**src/hdl/hca_pkg.sv**
```systemverilog
package hca_pkg;

  localparam int unsigned ONE_Q15    = 32768;
  localparam int unsigned HUE_SECTOR = 3840;
  localparam int unsigned HUE_FULL   = 23040;
  // 32768 * 3840, denominator of q and t
  localparam int unsigned FULL_SCALE = 125829120;
  // ceil(2^23 / 15), exact for dividends below 2^23 / 7
  localparam int unsigned RECIP15    = 559241;
  localparam int unsigned DIV_STEPS  = 17;

  typedef enum logic [1:0] {
    MODE_HSV  = 2'd0,
    MODE_RGB  = 2'd1,
    MODE_ADJ  = 2'd2,
    MODE_PASS = 2'd3
  } mode_e;

  typedef struct packed {
    logic [1:0]  mode;
    logic [15:0] in_c0;
    logic [15:0] in_c1;
    logic [15:0] in_c2;
    logic [15:0] in_alpha;
  } pix_in_t;

  typedef struct packed {
    logic [15:0] out_c0;
    logic [15:0] out_c1;
    logic [15:0] out_c2;
    logic [15:0] out_alpha;
  } pix_out_t;

  // travels alongside the two dividers
  typedef struct packed {
    mode_e       mode;
    logic [15:0] c0;     // raw, hue in hsv->rgb mode
    logic [15:0] c1;
    logic [15:0] c2;
    logic [15:0] alpha;
    logic [15:0] mx;
    logic        dzero;
    logic [1:0]  sector;
    logic        neg;
    logic [31:0] ap1;
  } div_side_t;

  // travels alongside the hsv->rgb pipe
  typedef struct packed {
    mode_e       mode;
    logic [15:0] d0;     // direct result for rgb->hsv and pass modes
    logic [15:0] d1;
    logic [15:0] d2;
    logic [15:0] alpha;
  } rgb_side_t;

  function automatic logic [15:0] sat_one(input logic [15:0] x);
    return (x > 16'(ONE_Q15)) ? 16'(ONE_Q15) : x;
  endfunction

endpackage

```
**src/hdl/hca_div.sv**
```systemverilog
module hca_div (
  input  logic              clk_i,
  input  logic              rst_ni,
  input  logic              en_i,
  input  logic              valid_i,
  input  logic [31:0]       dvd_a_i,
  input  logic [15:0]       dvs_a_i,
  input  logic [31:0]       dvd_b_i,
  input  logic [15:0]       dvs_b_i,
  input  hca_pkg::div_side_t side_i,
  output logic              valid_o,
  output logic [16:0]       quo_a_o,
  output logic [16:0]       quo_b_o,
  output hca_pkg::div_side_t side_o
);
  import hca_pkg::*;

  // {quotient bit, new remainder}
  function automatic logic [16:0] div_step(input logic [15:0] r, input logic b,
                                            input logic [15:0] d);
    logic [16:0] t;
    logic [16:0] s;
    t = {r, b};
    s = t - {1'b0, d};
    if (t >= {1'b0, d}) begin
      return {1'b1, s[15:0]};
    end
    return {1'b0, t[15:0]};
  endfunction

  logic [15:0] ra_q [DIV_STEPS];
  logic [16:0] la_q [DIV_STEPS];
  logic [16:0] qa_q [DIV_STEPS];
  logic [15:0] da_q [DIV_STEPS];
  logic [15:0] rb_q [DIV_STEPS];
  logic [16:0] lb_q [DIV_STEPS];
  logic [16:0] qb_q [DIV_STEPS];
  logic [15:0] db_q [DIV_STEPS];
  div_side_t   side_q [DIV_STEPS];
  logic        vld_q [DIV_STEPS];

  for (genvar j = 0; j < DIV_STEPS; j++) begin : g_stage
    logic [15:0] ra_p, rb_p, da_p, db_p;
    logic [16:0] la_p, lb_p, qa_p, qb_p;
    div_side_t   side_p;
    logic        vld_p;
    logic [16:0] sa, sb;

    if (j == 0) begin : g_first
      assign ra_p   = 16'(dvd_a_i[31:17]);
      assign la_p   = dvd_a_i[16:0];
      assign qa_p   = '0;
      assign da_p   = dvs_a_i;
      assign rb_p   = 16'(dvd_b_i[31:17]);
      assign lb_p   = dvd_b_i[16:0];
      assign qb_p   = '0;
      assign db_p   = dvs_b_i;
      assign side_p = side_i;
      assign vld_p  = valid_i;
    end else begin : g_next
      assign ra_p   = ra_q[j-1];
      assign la_p   = la_q[j-1];
      assign qa_p   = qa_q[j-1];
      assign da_p   = da_q[j-1];
      assign rb_p   = rb_q[j-1];
      assign lb_p   = lb_q[j-1];
      assign qb_p   = qb_q[j-1];
      assign db_p   = db_q[j-1];
      assign side_p = side_q[j-1];
      assign vld_p  = vld_q[j-1];
    end

    assign sa = div_step(ra_p, la_p[16], da_p);
    assign sb = div_step(rb_p, lb_p[16], db_p);

    always_ff @(posedge clk_i or negedge rst_ni) begin
      if (!rst_ni) begin
        vld_q[j] <= 1'b0;
      end else if (en_i) begin
        vld_q[j] <= vld_p;
      end
    end

    always_ff @(posedge clk_i) begin
      if (en_i) begin
        ra_q[j]   <= sa[15:0];
        la_q[j]   <= {la_p[15:0], 1'b0};
        qa_q[j]   <= {qa_p[15:0], sa[16]};
        da_q[j]   <= da_p;
        rb_q[j]   <= sb[15:0];
        lb_q[j]   <= {lb_p[15:0], 1'b0};
        qb_q[j]   <= {qb_p[15:0], sb[16]};
        db_q[j]   <= db_p;
        side_q[j] <= side_p;
      end
    end
  end

  assign valid_o = vld_q[DIV_STEPS-1];
  assign quo_a_o = qa_q[DIV_STEPS-1];
  assign quo_b_o = qb_q[DIV_STEPS-1];
  assign side_o  = side_q[DIV_STEPS-1];

endmodule

```
**config.mk**
```make
export PLATFORM = sky130hd
export DESIGN_NAME = hca_div
export DESIGN_NICKNAME = d
export VERILOG_FILES = /design/src/hdl/hca_pkg.sv /design/src/hdl/hca_div.sv
export SDC_FILE = /design/constraint.sdc
export NUM_CORES = 2
export LEC_CHECK = 0
export BUFFER_PORTS_ARGS = -buffer_cell sky130_fd_sc_hd__buf_4
export CAP_MARGIN = 20
export CORE_AREA = 2 2 508 510
export CTS_BUF_LIST = sky130_fd_sc_hd__clkbuf_16
export CTS_CLUSTER_SIZE = 20
export DETAILED_ROUTE_END_ITERATION = 8
export DIE_AREA = 0 0 510 512
export PLACE_DENSITY = 0.71
export SETUP_SLACK_MARGIN = 0.05
export SLEW_MARGIN = 10
export SYNTH_ARGS = -nofsm -noshare
export SYNTH_HDL_FRONTEND = slang
export SYNTH_MEMORY_MAX_BITS = 65536
export SYNTH_SLANG_ARGS = --single-unit
```
**constraint.sdc**
```tcl
create_clock -name clk_i -period 4.6 [get_ports clk_i]
set_clock_uncertainty 0.2 [all_clocks]
set_input_delay 0.69 -clock clk_i [delete_from_list [all_inputs] [get_ports clk_i]]
set_output_delay 0.69 -clock clk_i [all_outputs]
set_load 0.01 [all_outputs]
```
Yosys cells after proc, flatten, opt, wreduce, memory -nomap -nowiden. Memories as Yosys holds them, arrays and structs flattened. Index checks and enable logic that the tools add are counted.

Add/subtract/negate cells: 34. $lt $le $gt $ge: 34. Mux-type cells: 104.

Operators by type and width (number): two-way mux 17 bit (68); >= comparator 17 x 16 -> 1 bit (32); subtractor 16 bit (34); two-way mux 1 bit (36); >= comparator 16 bit (2).

Bits in registers: 17. RAM bits: 4216. Bits of input ports: 218. Memories kept: 9.

Memory list: side_q (words 17, bits a word 118, read ports 17, clocked after memory_dff 0, write ports 17, RTL line hca_div.sv:39) `div_side_t side_q [DIV_STEPS];`; qa_q (words 17, bits a word 17, read ports 17, clocked after memory_dff 0, write ports 17, RTL line hca_div.sv:33) `logic [16:0] qa_q [DIV_STEPS];`; qb_q (words 17, bits a word 17, read ports 17, clocked after memory_dff 0, write ports 17, RTL line hca_div.sv:37) `logic [16:0] qb_q [DIV_STEPS];`; da_q (words 17, bits a word 16, read ports 16, clocked after memory_dff 0, write ports 17, RTL line hca_div.sv:34) `logic [15:0] da_q [DIV_STEPS];`; db_q (words 17, bits a word 16, read ports 16, clocked after memory_dff 0, write ports 17, RTL line hca_div.sv:38) `logic [15:0] db_q [DIV_STEPS];`; la_q (words 17, bits a word 16, read ports 16, clocked after memory_dff 0, write ports 17, RTL line hca_div.sv:32) `logic [16:0] la_q [DIV_STEPS];`; +3 memories.

Longest topological paths before layout. An unclocked memory read counts as a cell.

Word-level depth: 4. Gate-level depth with buffers: 14.

Least setup slack after synthesis. No wires, ideal clock.

Kind: input-to-reg. From: input dvd_b_i[16]. To: memory rb_q[0][0], data pin. Library setup time: 0.266 ns. Arrival time: 3.193 ns. Required time: 4.134 ns. Slack: 0.941 ns. Stages on the path: 14. Buffers on the path: 3. Cell sequence: inv_1 ha_1 fa_1 nor2b_1 o21a_1 o21ai_0 a21oi_1 o21ai_0 o21ai_0 a311o_1 clkbuf_1 clkbuf_1 clkbuf_1 a21oi_1.

RTL lines: from (decl) (RTL line hca_div.sv:8) `input logic [31:0] dvd_b_i,`; to (decl) (RTL line hca_div.sv:35) `logic [15:0] rb_q [DIV_STEPS];`.

==> results.ini <==
[synth]
synth_commonest_cells = 3608 x edfxtp_1, 676 x inv_1, 544 x ha_1, 372 x nor2_1, 347 x a21oi_1
syn_nets = 8843
synth_top_area_share_pct = 77.5
yosysUniqueCellTypes = 84
yosys.area.top_type = edfxtp_1
synth_area_mm2 = 0.140
synthTopCellsByArea = edfxtp_1 78%, ha_1 4.9%, mux2_2 2.5%
synthCells = 8049
synthArstFlopShare_pct = 0.469
yosysWarnings = 0
syn_avg_cell_area_um2 = 17.4
ys_seq_area_share_pct = 77.8
ys_ff_latch = 3625
yosysMostFrequentCell = edfxtp_1
synth_edf_count = 3608
ys.flop_type = edfxtp_1

[timing]
whs_ps = 75.7
worstMarginPinSlew_ps = 1070
final_hold_viol_count = 0
layout_setup_ws_ps = 749
period_minus_slack_ps = 3850
fin_crit_sh_pct = 83.7
setup-tns-final_ps = 0
maxSlewHeadroom_pct = 28.7
rsz0062_at_grt = false
slew_violations = 0
timing.fmax_mhz = 260
finalSetupViolCount = 0

[placement]
port-buffer-count = 370
gp_congestion = 0.898
dp_cells = 11800
pre_cts_ws_ps = 741
dp_hpwl_mm = 134
placedInstanceArea_mm2 = 0.148

[layout]
layout-area-overhead-vs-synth_pct = 15.4
stdcell_area_mm2 = 0.161
drive_above_1_share_pct = 14.2
final_cells = 12700
fin_util_pct = 63.1
layout.nets = 9829

[clock_network]
htreeDepth = 5
cts_setup_buffers = 0
ctsResizeCount = 0
cts.clk_slew.worst_paths_ps = 60
insertion_delay_ps = 980
cts.sinks = 3625
cts_tree = yes
ctsHoldBuffers = 217
cts-root-buf = clkbuf_16
clockBufferDepth = 4
numCtsBuffers = 370

[global_routing]
grt.total_usage_pct = 15.9
grt_pass1_vias = 67400
met1_usage_pct = 20.5
use_met3_pct = 2.90
grt_pass1_wl_mm = 339
antenna_found_initial = 2
busiest_layer = met2
grt_overflow_total = 0
grt_util_met2_pct = 27.0
grt_start_max_net_pins = 168

[detailed_routing]
drt_iter0_drc = 3922
wire_per_inst_um = 16.4
drc_errors = 0
dr.pass1.iters = 7
ant_nets = 0
viasPerCell = 5.22
via_count = 66300
routed_wl_mm = 209

[die]
pin_count = 371
dieHeight_um = 512
die_area_mm2 = 0.261
rows = 186
initial_utilization_pct = 54.6
fp.coreArea_mm2 = 0.256
die_x_um = 510

[power]
power.leakage_nw = 60.5
power_density_mw_per_mm2 = 585
p_total_mw = 94.4
irDropWorstVdd_uv = 389

[critical_path]
crit_chain = inv_1 -> ha_1 -> nor2b_1 -> o21ai_0 -> a21oi_1 -> o21ai_0 -> o2111a_1 -> o211ai_1 -> a41o_1 -> mux2_2
cp-end-kind = register
required_ps = 5030
path_buf_inv = 1
critPathTopFamily = compound AO/OA/AOI/OAI gates
cp_max_fo = 28
worst_path_largest_cell_delay_ps = 830
crit_path_top_delay_cell = a41o_1
critical_path_class = reg -> reg
arrival_ps = 4280
startpoint_type = register
cpMostUsedCell = o21ai_0

[flow_run]
max-cap-violations = 0

[min_path]
hp-class = in -> reg

[outcome]
status = finished clean

[power by group]
part / switching (mW) / internal, mW
sequential: 1.88 / 42.2
combinational: 11.7 / 10.7
clock: 11.6 / 16.4
total: 25.1 / 69.3
[registers in the layout, indices dropped and copies added (netlist names)]
signal         cells
ra_q             256
valid_o            1
g_stage.vld_p     16
db_q             256
la_q             136
rb_q             256
lb_q             136
qb_q             153
side_q          2006
da_q             256
qa_q             153
[final timing paths]
kind	cells after the start	slack (ps)	to	startpoint
min in group asynchronous	3	700	g_stage[10].vld_p	rst_ni
max in group asynchronous	3	3020	g_stage[3].vld_p	rst_ni
min	1	80	side_q[0][335]	en_i
min reg2reg	0	130	side_q[0][1805]	side_q[0][1687]
max	10	750	rb_q[0][54]	db_q[0][33]
max reg2reg	10	750	rb_q[0][54]	db_q[0][33]
[layout by cell type, fill, tap and decap left out, types with 26 or more instances in the layout]
cell type and instances:
a31oi_1 40, o211ai_1 30, nand2_1 243, nor3_1 92, xnor2_1 263, inv_1 742, mux2_2 312, mux2i_1 51
nor2b_1 87, o31ai_1 26, edfxtp_1 3608, o21ai_0 266, buf_4 440, clkinv_1 95, ha_1 544, clkbuf_16 372
a21oi_1 347, nand4_1 62, nor2_1 372, a211oi_1 38, fa_1 32, nand3_1 79, xor2_1 124, clkinv_2 49
bufinv_16 31, a21o_1 133, o21a_1 86, buf_12 31, o21bai_1 37, dlygate4sd3_1 217, nand2b_1 83, a21boi_0 30
[cells by family after synthesis]
logic type | synth area share (%)
AOI/OAI and AO/OA | 5.42
xor gates and xnor gates | 2.43
adders and majority gates | 5.33
buffers and inverters | 2.04
DFF | 77.8
muxes | 3.00
and+or+nand+nor | 3.96
[metal layers]
metal | vias to the layer above | part of all wire [%] | wire length, um
met4 | 0 | 3.0 | 6270
li1 | 32500 | - | -
met3 | 440 | 4.1 | 8480
met1 | 32000 | 43 | 89400
met2 | 1331 | 50 | 104000
met5 | - | 0 | 0
[worst register-to-register path: stages, from the launching register on]
cell      delay (ps)
edfxtp_1         420
inv_1             70
ha_1             300
nor2b_1          160
o21ai_0          140
a21oi_1          190
o21ai_0          240
o2111a_1         370
o211ai_1         200
a41o_1           830
mux2_2           430
[area by class of cell]
| class | instances | area [um2] |
|---|---|---|
| antenna | 3 | 7.51 |
| clock buffer | 372 | 9310 |
| clock inverter | 270 | 2160 |
| fill | 17300 | 94400 |
| inverter | 676 | 2540 |
| multi-input combinational | 3673 | 28200 |
| sequential | 3625 | 109000 |
| tap | 3384 | 4230 |
| timing repair buffer | 689 | 6120 |
Power figures use the tool's default switching activity.
