--- src/hdl/hca_pkg.sv ---
package hca_pkg;

  localparam int unsigned ONE_Q15    = 32768;
  localparam int unsigned HUE_SECTOR = 3840;
  localparam int unsigned HUE_FULL   = 23040;
  // 32768 * 3840, denominator of q and t
  localparam int unsigned FULL_SCALE = 125829120;
  // ceil(2^23 / 15), exact for dividends below 2^23 / 7
  localparam int unsigned RECIP15    = 559241;
  localparam int unsigned DIV_STEPS  = 17;

  typedef enum logic [1:0] {
    MODE_HSV  = 2'd0,
    MODE_RGB  = 2'd1,
    MODE_ADJ  = 2'd2,
    MODE_PASS = 2'd3
  } mode_e;

  typedef struct packed {
    logic [1:0]  mode;
    logic [15:0] in_c0;
    logic [15:0] in_c1;
    logic [15:0] in_c2;
    logic [15:0] in_alpha;
  } pix_in_t;

  typedef struct packed {
    logic [15:0] out_c0;
    logic [15:0] out_c1;
    logic [15:0] out_c2;
    logic [15:0] out_alpha;
  } pix_out_t;

  // travels alongside the two dividers
  typedef struct packed {
    mode_e       mode;
    logic [15:0] c0;     // raw, hue in hsv->rgb mode
    logic [15:0] c1;
    logic [15:0] c2;
    logic [15:0] alpha;
    logic [15:0] mx;
    logic        dzero;
    logic [1:0]  sector;
    logic        neg;
    logic [31:0] ap1;
  } div_side_t;

  // travels alongside the hsv->rgb pipe
  typedef struct packed {
    mode_e       mode;
    logic [15:0] d0;     // direct result for rgb->hsv and pass modes
    logic [15:0] d1;
    logic [15:0] d2;
    logic [15:0] alpha;
  } rgb_side_t;

  function automatic logic [15:0] sat_one(input logic [15:0] x);
    return (x > 16'(ONE_Q15)) ? 16'(ONE_Q15) : x;
  endfunction

endpackage

--- src/hdl/hca_rgb.sv ---
module hca_rgb (
  input  logic              clk_i,
  input  logic              rst_ni,
  input  logic              en_i,
  input  logic              valid_i,
  input  logic [14:0]       h_i,
  input  logic [15:0]       s_i,
  input  logic [15:0]       v_i,
  input  hca_pkg::rgb_side_t side_i,
  output logic              valid_o,
  output hca_pkg::pix_out_t  data_o
);
  import hca_pkg::*;

  logic [5:0] vld_q;

  // R1: sector split
  logic [2:0]  i1_d;
  logic [11:0] f1_d;
  logic [2:0]  i1_q;
  logic [11:0] f1_q;
  logic [15:0] s1_q, v1_q, oms1_q;
  rgb_side_t   side1_q;

  always_comb begin
    i1_d = 3'd0;
    for (int k = 1; k < 6; k++) begin
      if (h_i >= 15'(k * HUE_SECTOR)) begin
        i1_d = 3'(k);
      end
    end
    f1_d = 12'(h_i - 15'(i1_d * 15'(HUE_SECTOR)));
  end

  // R2: products with s
  logic [27:0] sf2_q, sg2_q;
  logic [31:0] pp2_q;
  logic [2:0]  i2_q;
  logic [15:0] v2_q;
  logic        sz2_q;
  rgb_side_t   side2_q;

  // R3
  logic [26:0] xq3_q, xt3_q;
  logic [15:0] p3_q, v3_q;
  logic [2:0]  i3_q;
  logic        sz3_q;
  rgb_side_t   side3_q;

  // R4
  logic [42:0] mq4_q, mt4_q;
  logic [15:0] p4_q, v4_q;
  logic [2:0]  i4_q;
  logic        sz4_q;
  rgb_side_t   side4_q;

  // R5: divide by 15 through the reciprocal
  logic [39:0] rq5_q, rt5_q;
  logic [15:0] p5_q, v5_q;
  logic [2:0]  i5_q;
  logic        sz5_q;
  rgb_side_t   side5_q;

  // R6: select
  logic [15:0] q6, t6;
  pix_out_t    out_d, out_q;

  always_comb begin
    q6 = rq5_q[38:23];
    t6 = rt5_q[38:23];
    out_d.out_alpha = side5_q.alpha;
    if (side5_q.mode == MODE_HSV || side5_q.mode == MODE_PASS) begin
      out_d.out_c0 = side5_q.d0;
      out_d.out_c1 = side5_q.d1;
      out_d.out_c2 = side5_q.d2;
    end else if (sz5_q) begin
      out_d.out_c0 = v5_q;
      out_d.out_c1 = v5_q;
      out_d.out_c2 = v5_q;
    end else begin
      case (i5_q)
        3'd0: begin
          out_d.out_c0 = v5_q; out_d.out_c1 = t6;   out_d.out_c2 = p5_q;
        end
        3'd1: begin
          out_d.out_c0 = q6;   out_d.out_c1 = v5_q; out_d.out_c2 = p5_q;
        end
        3'd2: begin
          out_d.out_c0 = p5_q; out_d.out_c1 = v5_q; out_d.out_c2 = t6;
        end
        3'd3: begin
          out_d.out_c0 = p5_q; out_d.out_c1 = q6;   out_d.out_c2 = v5_q;
        end
        3'd4: begin
          out_d.out_c0 = t6;   out_d.out_c1 = p5_q; out_d.out_c2 = v5_q;
        end
        default: begin
          out_d.out_c0 = v5_q; out_d.out_c1 = p5_q; out_d.out_c2 = q6;
        end
      endcase
    end
  end

  always_ff @(posedge clk_i or negedge rst_ni) begin
    if (!rst_ni) begin
      vld_q <= '0;
    end else if (en_i) begin
      vld_q <= {vld_q[4:0], valid_i};
    end
  end

  always_ff @(posedge clk_i) begin
    if (en_i) begin
      i1_q    <= i1_d;
      f1_q    <= f1_d;
      s1_q    <= s_i;
      v1_q    <= v_i;
      oms1_q  <= 16'(17'(ONE_Q15) - {1'b0, s_i});
      side1_q <= side_i;

      sf2_q   <= 28'(s1_q) * 28'(f1_q);
      sg2_q   <= 28'(s1_q) * 28'(12'(HUE_SECTOR) - f1_q);
      pp2_q   <= 32'(v1_q) * 32'(oms1_q);
      i2_q    <= i1_q;
      v2_q    <= v1_q;
      sz2_q   <= (s1_q == '0);
      side2_q <= side1_q;

      xq3_q   <= 27'(28'(FULL_SCALE) - sf2_q);
      xt3_q   <= 27'(28'(FULL_SCALE) - sg2_q);
      p3_q    <= pp2_q[30:15];
      v3_q    <= v2_q;
      i3_q    <= i2_q;
      sz3_q   <= sz2_q;
      side3_q <= side2_q;

      mq4_q   <= 43'(v3_q) * 43'(xq3_q);
      mt4_q   <= 43'(v3_q) * 43'(xt3_q);
      p4_q    <= p3_q;
      v4_q    <= v3_q;
      i4_q    <= i3_q;
      sz4_q   <= sz3_q;
      side4_q <= side3_q;

      rq5_q   <= 40'(mq4_q[42:23]) * 40'(RECIP15);
      rt5_q   <= 40'(mt4_q[42:23]) * 40'(RECIP15);
      p5_q    <= p4_q;
      v5_q    <= v4_q;
      i5_q    <= i4_q;
      sz5_q   <= sz4_q;
      side5_q <= side4_q;

      out_q   <= out_d;
    end
  end

  assign valid_o = vld_q[5];
  assign data_o  = out_q;

endmodule

--- config.mk ---
export PLATFORM = sky130hd
export DESIGN_NAME = hca_rgb
export DESIGN_NICKNAME = d
export VERILOG_FILES = /design/src/hdl/hca_pkg.sv /design/src/hdl/hca_rgb.sv
export SDC_FILE = /design/constraint.sdc
export NUM_CORES = 2
export LEC_CHECK = 0
export BUFFER_PORTS_ARGS = -buffer_cell sky130_fd_sc_hd__buf_2
export CORE_ASPECT_RATIO = 1.4
export CORE_MARGIN = 1
export CORE_UTILIZATION = 35
export CTS_CLUSTER_SIZE = 12
export DETAILED_ROUTE_END_ITERATION = 12
export GPL_ROUTABILITY_DRIVEN = 0
export PLACE_DENSITY = 0.47
export REMOVE_ABC_BUFFERS = 1
export SYNTH_ARGS = -nofsm -noshare
export SYNTH_HDL_FRONTEND = slang
export SYNTH_SLANG_ARGS = --single-unit
--- constraint.sdc ---
create_clock -name clk_i -period 13.2 [get_ports clk_i]
set_input_delay 0.66 -clock clk_i [delete_from_list [all_inputs] [get_ports clk_i]]
set_output_delay 0.66 -clock clk_i [all_outputs]
set_load 0.02 [all_outputs]
* Word-level counts from Yosys, hierarchy flattened *
Index checks and enable logic that the tools add are counted.
W data, S select, Z words.

operators by class
  reductions and logical operators = 4
  muxes and demuxes = 8
  $mul = 8
  equality and inequality tests = 5
  $lt $le $gt $ge = 5
  add/sub/neg operators = 5

operators with widths
  operator                  count
  $pmux W48 S5              1
  $mux W48                  2
  $mul A16 B27 Y43          2
  $mul A20 B20 Y39 const B  2
  $sub A27 B27 Y27 const A  2
  $mul A16 B16 Y31          1
  $ge A15 B14 Y1 const B    2
  $mul A16 B12 Y27          1
  $mul A17 B13 Y27          1
  $logic_not A16 Y1         1
  $sub A16 B16 Y16 const A  1
  $ge A15 B12 Y1 const B    1
  $ge A15 B13 Y1 const B    1
  $ge A15 B15 Y1 const B    1
  $sub A12 B12 Y13 const A  1
  $sub A12 B12 Y12          1
  $mux W3                   3
  $eq A3 B2 Y1 const B      2
  $mul A3 B4 Y4 const B     1
  $eq A3 B1 Y1 const B      1
  $eq A3 B3 Y1 const B      1
  $logic_not A3 Y1          1
  $eq A2 B2 Y1 const B      1
  $logic_not A2 Y1          1
  other kinds (3)           3

storage, ports and cells
  flip-flop bits (word level) = 894
  output and inout bits = 65

* Depth between registers and ports, before layout *
  depth in word-level cells = 8
  depth in mapped cells = 30

* Worst setup path after synthesis *
Ideal clock, no wire load.

  path type = reg-to-reg
  start = register f1_q[0]
  end = register sg2_q[26] (data pin)
  stages on the path, launching flop included = 27
  path buffers = 3
  slack = 6,000 ps
  arrival time = 6,940 ps
  setup time = 260 ps
  path through = edfxtp_1 > clkbuf_1 > buf_1 > inv_1 > ha_1 > nand2_1 > xor2_1 > clkbuf_1 > nand2_1 > fa_1 > fa_1 > inv_1 > fa_1 > fa_1 > fa_1 > inv_1 > fa_1 > inv_1 > ha_1 > o21a_1 > a41o_1 > a41o_1 > o41a_1 > and4_1 > o31a_1 > nor2_1 > xnor2_1

on the way
  longest elaborated chain between the ends = 2

ends and longest elaborated chain
  what                    line            source
  start, declared         hca_rgb.sv:21   logic [11:0] f1_q;
  start signal, assigned  hca_rgb.sv:115  f1_q <= f1_d;
  $sub A12 B12 Y13        hca_rgb.sv:122  sg2_q <= 28'(s1_q) * 28'(12'(HUE_SECTOR) - f1_q);
  $mul A17 B13 Y27        hca_rgb.sv:122
  end signal, assigned    hca_rgb.sv:122
  end, declared           hca_rgb.sv:36   logic [27:0] sf2_q, sg2_q;

Every way passes these cells.
A chain may end at the register's enable or synchronous reset.

* Final worst setup path *
  start = register f1_q[2]
  end = register sg2_q[26] (data pin)

Same word-level chain as after synthesis.

==> impl_metrics.ini <==
[flow_run]
drv_cap = 0

[layout]
final_core_util = 0.3850
layout.cells.most_common = inv_1
nNetsFinal = 9554
register_area_um2 = 23510
fillers = 22210
final_cell_mix = inv_1 (1,535), fa_1 (1,249), nand2_1 (1,207)
multi_input_area_um2 = 49050
drive_gt1_frac = 0.05806
area_growth_pct = 9.188

[clocking]
post_cts_buffers = 0
cts_resized = 0
cts_tree = yes
clockBufferDepth = 3
numCtsBuffers = 91
cts_max_level = 3
hold_buffers = 1
clkTransAtPathRegs_ps = 70
cts-root-buf = clkbuf_16
clock_sinks = 784
insertion_delay_ps = 740

[grt]
antenna_found_initial = 6
grt_pass1_vias = 55490
grt_pass1_wl_um = 313200
grt_util_all_layers = 0.1764
overflow = 0
use_met2 = 0.3330
use_met1 = 0.2109
use_met3 = 0.01701
grt.busiest_layer = met2
grt_max_degree = 177

[min_path]
hold_path_class = in -> reg
hold_end = side1_q[13]
holdPathStages = 1
hold_path.startpoint = side_i[13]

[synthesis]
avgSynthCellArea_um2 = 10.77
ys_seq_area_frac = 0.2960
syn_area_um2 = 79430
yosys-top-cells-area = fa_1 (31%), edfxtp_1 (29%), ha_1 (12%), inv_1 (7.3%), nand2_1 (5.7%)
yosys.area.top_type_share = 0.3148
synth-seq-cells = 784
synth_cell_types = 75
synth_flop_cell = edfxtp_1
synth_edf_count = 778
yosysTopAreaCell = fa_1
yosysWarnings = 0
syn-instance-count = 7377
ys_async_sr_fraction = 0.007653

[setup_path]
cp.required_ps = 13620
cp-end-kind = flop
r2r-end = sg2_q[26]
critical_path_peak_fanout = 20
crit-reg2reg-launch = f1_q[2]
rrSetupSlack_ps = 4920
start_kind = flop
cp_data_arrival_time_ps = 8700
rr_worst_depth = 25
crit_type = reg -> reg

[timing]
setup-tns-final_ps = 0
hold_violations = 0
setup_viol = 0
worstMarginPinSlew_ps = 1299
finalMaxSlewViolations = 0
period_minus_slack_ps = 8284
skew_ps = 61.89
fmax_ghz = 0.1207
slew_headroom = 0.1308
setup_slack_ps = 4916
post-route-period-util = 0.6276
rsz0062_at_grt = no

[routing]
dr_total_vias = 49900
drt_iter0_drc = 2417
postRouteAntennaNets = 0
firstDrtPassIters = 7
routed_wl_um = 197500
wire_per_inst_um = 18.76
drc = 0
drt-vias-per-instance = 4.740

[placement]
portBuffers = 181
place_ws_ps = 4976
dpl.hpwl_um = 149800

[run_status]
outcome = complete, no violations

[floorplan]
die_w_um = 404.6
coreArea_um2 = 225300
start_util = 0.3526
rows = 206
boundaryPins = 182
dieArea_um2 = 228900
fp.dieH_um = 565.7
synthesized netlist by cell type (6+ instances only):
master	n
buf_1	11
nor4_1	18
fa_1	1249
a41oi_1	6
edfxtp_1	778
xnor2_1	143
a22oi_1	64
dfrtp_1	6
nor3b_1	17
or3_1	9
o22ai_1	16
o21ai_0	167
nor2b_1	27
a21oi_1	106
nand2_1	1207
a211oi_1	17
or4_1	7
xor2_1	78
clkbuf_1	283
nand4_1	19
mux2i_1	16
or2_2	8
o21bai_1	12
ha_1	744
nor2_1	121
nand3_1	28
a21boi_0	6
mux2_2	6
inv_1	1535
and2_1	449
nand2b_1	15
a21o_1	55
and3_1	13
o21a_1	19
nor3_1	46
critical path, stage by stage, from the launching register on:
cell and delay [ps]:
edfxtp_1 680, nor4_1 450, nand2b_1 110, nor2_1 150
nand2_1 120, nand3_1 110, xor2_1 990, nand2_1 200
fa_1 540, fa_1 500, inv_1 50, fa_1 500
fa_1 430, fa_1 480, inv_1 50, fa_1 490
inv_1 40, ha_1 280, o21a_1 140, a41o_1 300
a41o_1 270, o41a_1 380, and4_1 240, o31a_1 290
nor2_1 120, xnor2_1 70
flip-flops by register name (all words and copies together), names as in the netlist, 27 cells and up:
register	cells
sf2_q	27
side4_q	66
side3_q	66
data_o	64
side2_q	66
side1_q	66
xq3_q	27
side5_q	50
layer usage:
metal / share of wire / routed length [µm]
met2: 0.53 / 105300
met4: 0.024 / 4733
met5: 0 / 0
met3: 0.031 / 6179
met1: 0.41 / 81200
worst max-delay path by stage:
stage,from,end,cells after the start
6_report,f1_q[2],sg2_q[26],25
3_5_place_dp,f1_q[2],sg2_q[26],25
4_1_cts,f1_q[2],sg2_q[26],25
3_3_place_gp,f1_q[2],sg2_q[26],25
2_1_floorplan,f1_q[2],sg2_q[26],24
5_1_grt,f1_q[2],sg2_q[26],25
layout make-up:
type,count,share of cell area
well taps,3016,0.04351
clock inverters,52,0.007833
diodes,2,0.00005771
inverters,1535,0.06643
multi-input cells,4762,0.5655
flip-flops and latches,784,0.2711
repair buffers,270,0.01858
clock buffers,107,0.02695
cell families (layout without fill, tap and decap cells):
| kind of cell | after synthesis | count (layout) | synth area share |
|---|---|---|---|
| compound gates | 522 | 522 | 0.04236 |
| xor+xnor | 221 | 221 | 0.02437 |
| fa+ha+maj | 1994 | 1994 | 0.4321 |
| buf+inv | 1831 | 1964 | 0.08659 |
| flops | 784 | 784 | 0.2960 |
| mux | 22 | 22 | 0.002867 |
| other cells | 0 | 2 | 0 |
| simple gates | 2003 | 2003 | 0.1157 |
through the flow:
stage	cell area, µm²	hold slack (ps)	cells
2_1_floorplan	78320	364.4	7081
3_3_place_gp	83700	400.3	10370
5_1_grt	86730	43.29	10530
4_1_cts	86730	10.01	10530
3_5_place_dp	83700	404.5	10370
6_report	86730	90.41	10530
Power is not shown: default switching activity piles up to over one toggle a cycle in this logic, so the estimate is an artifact.
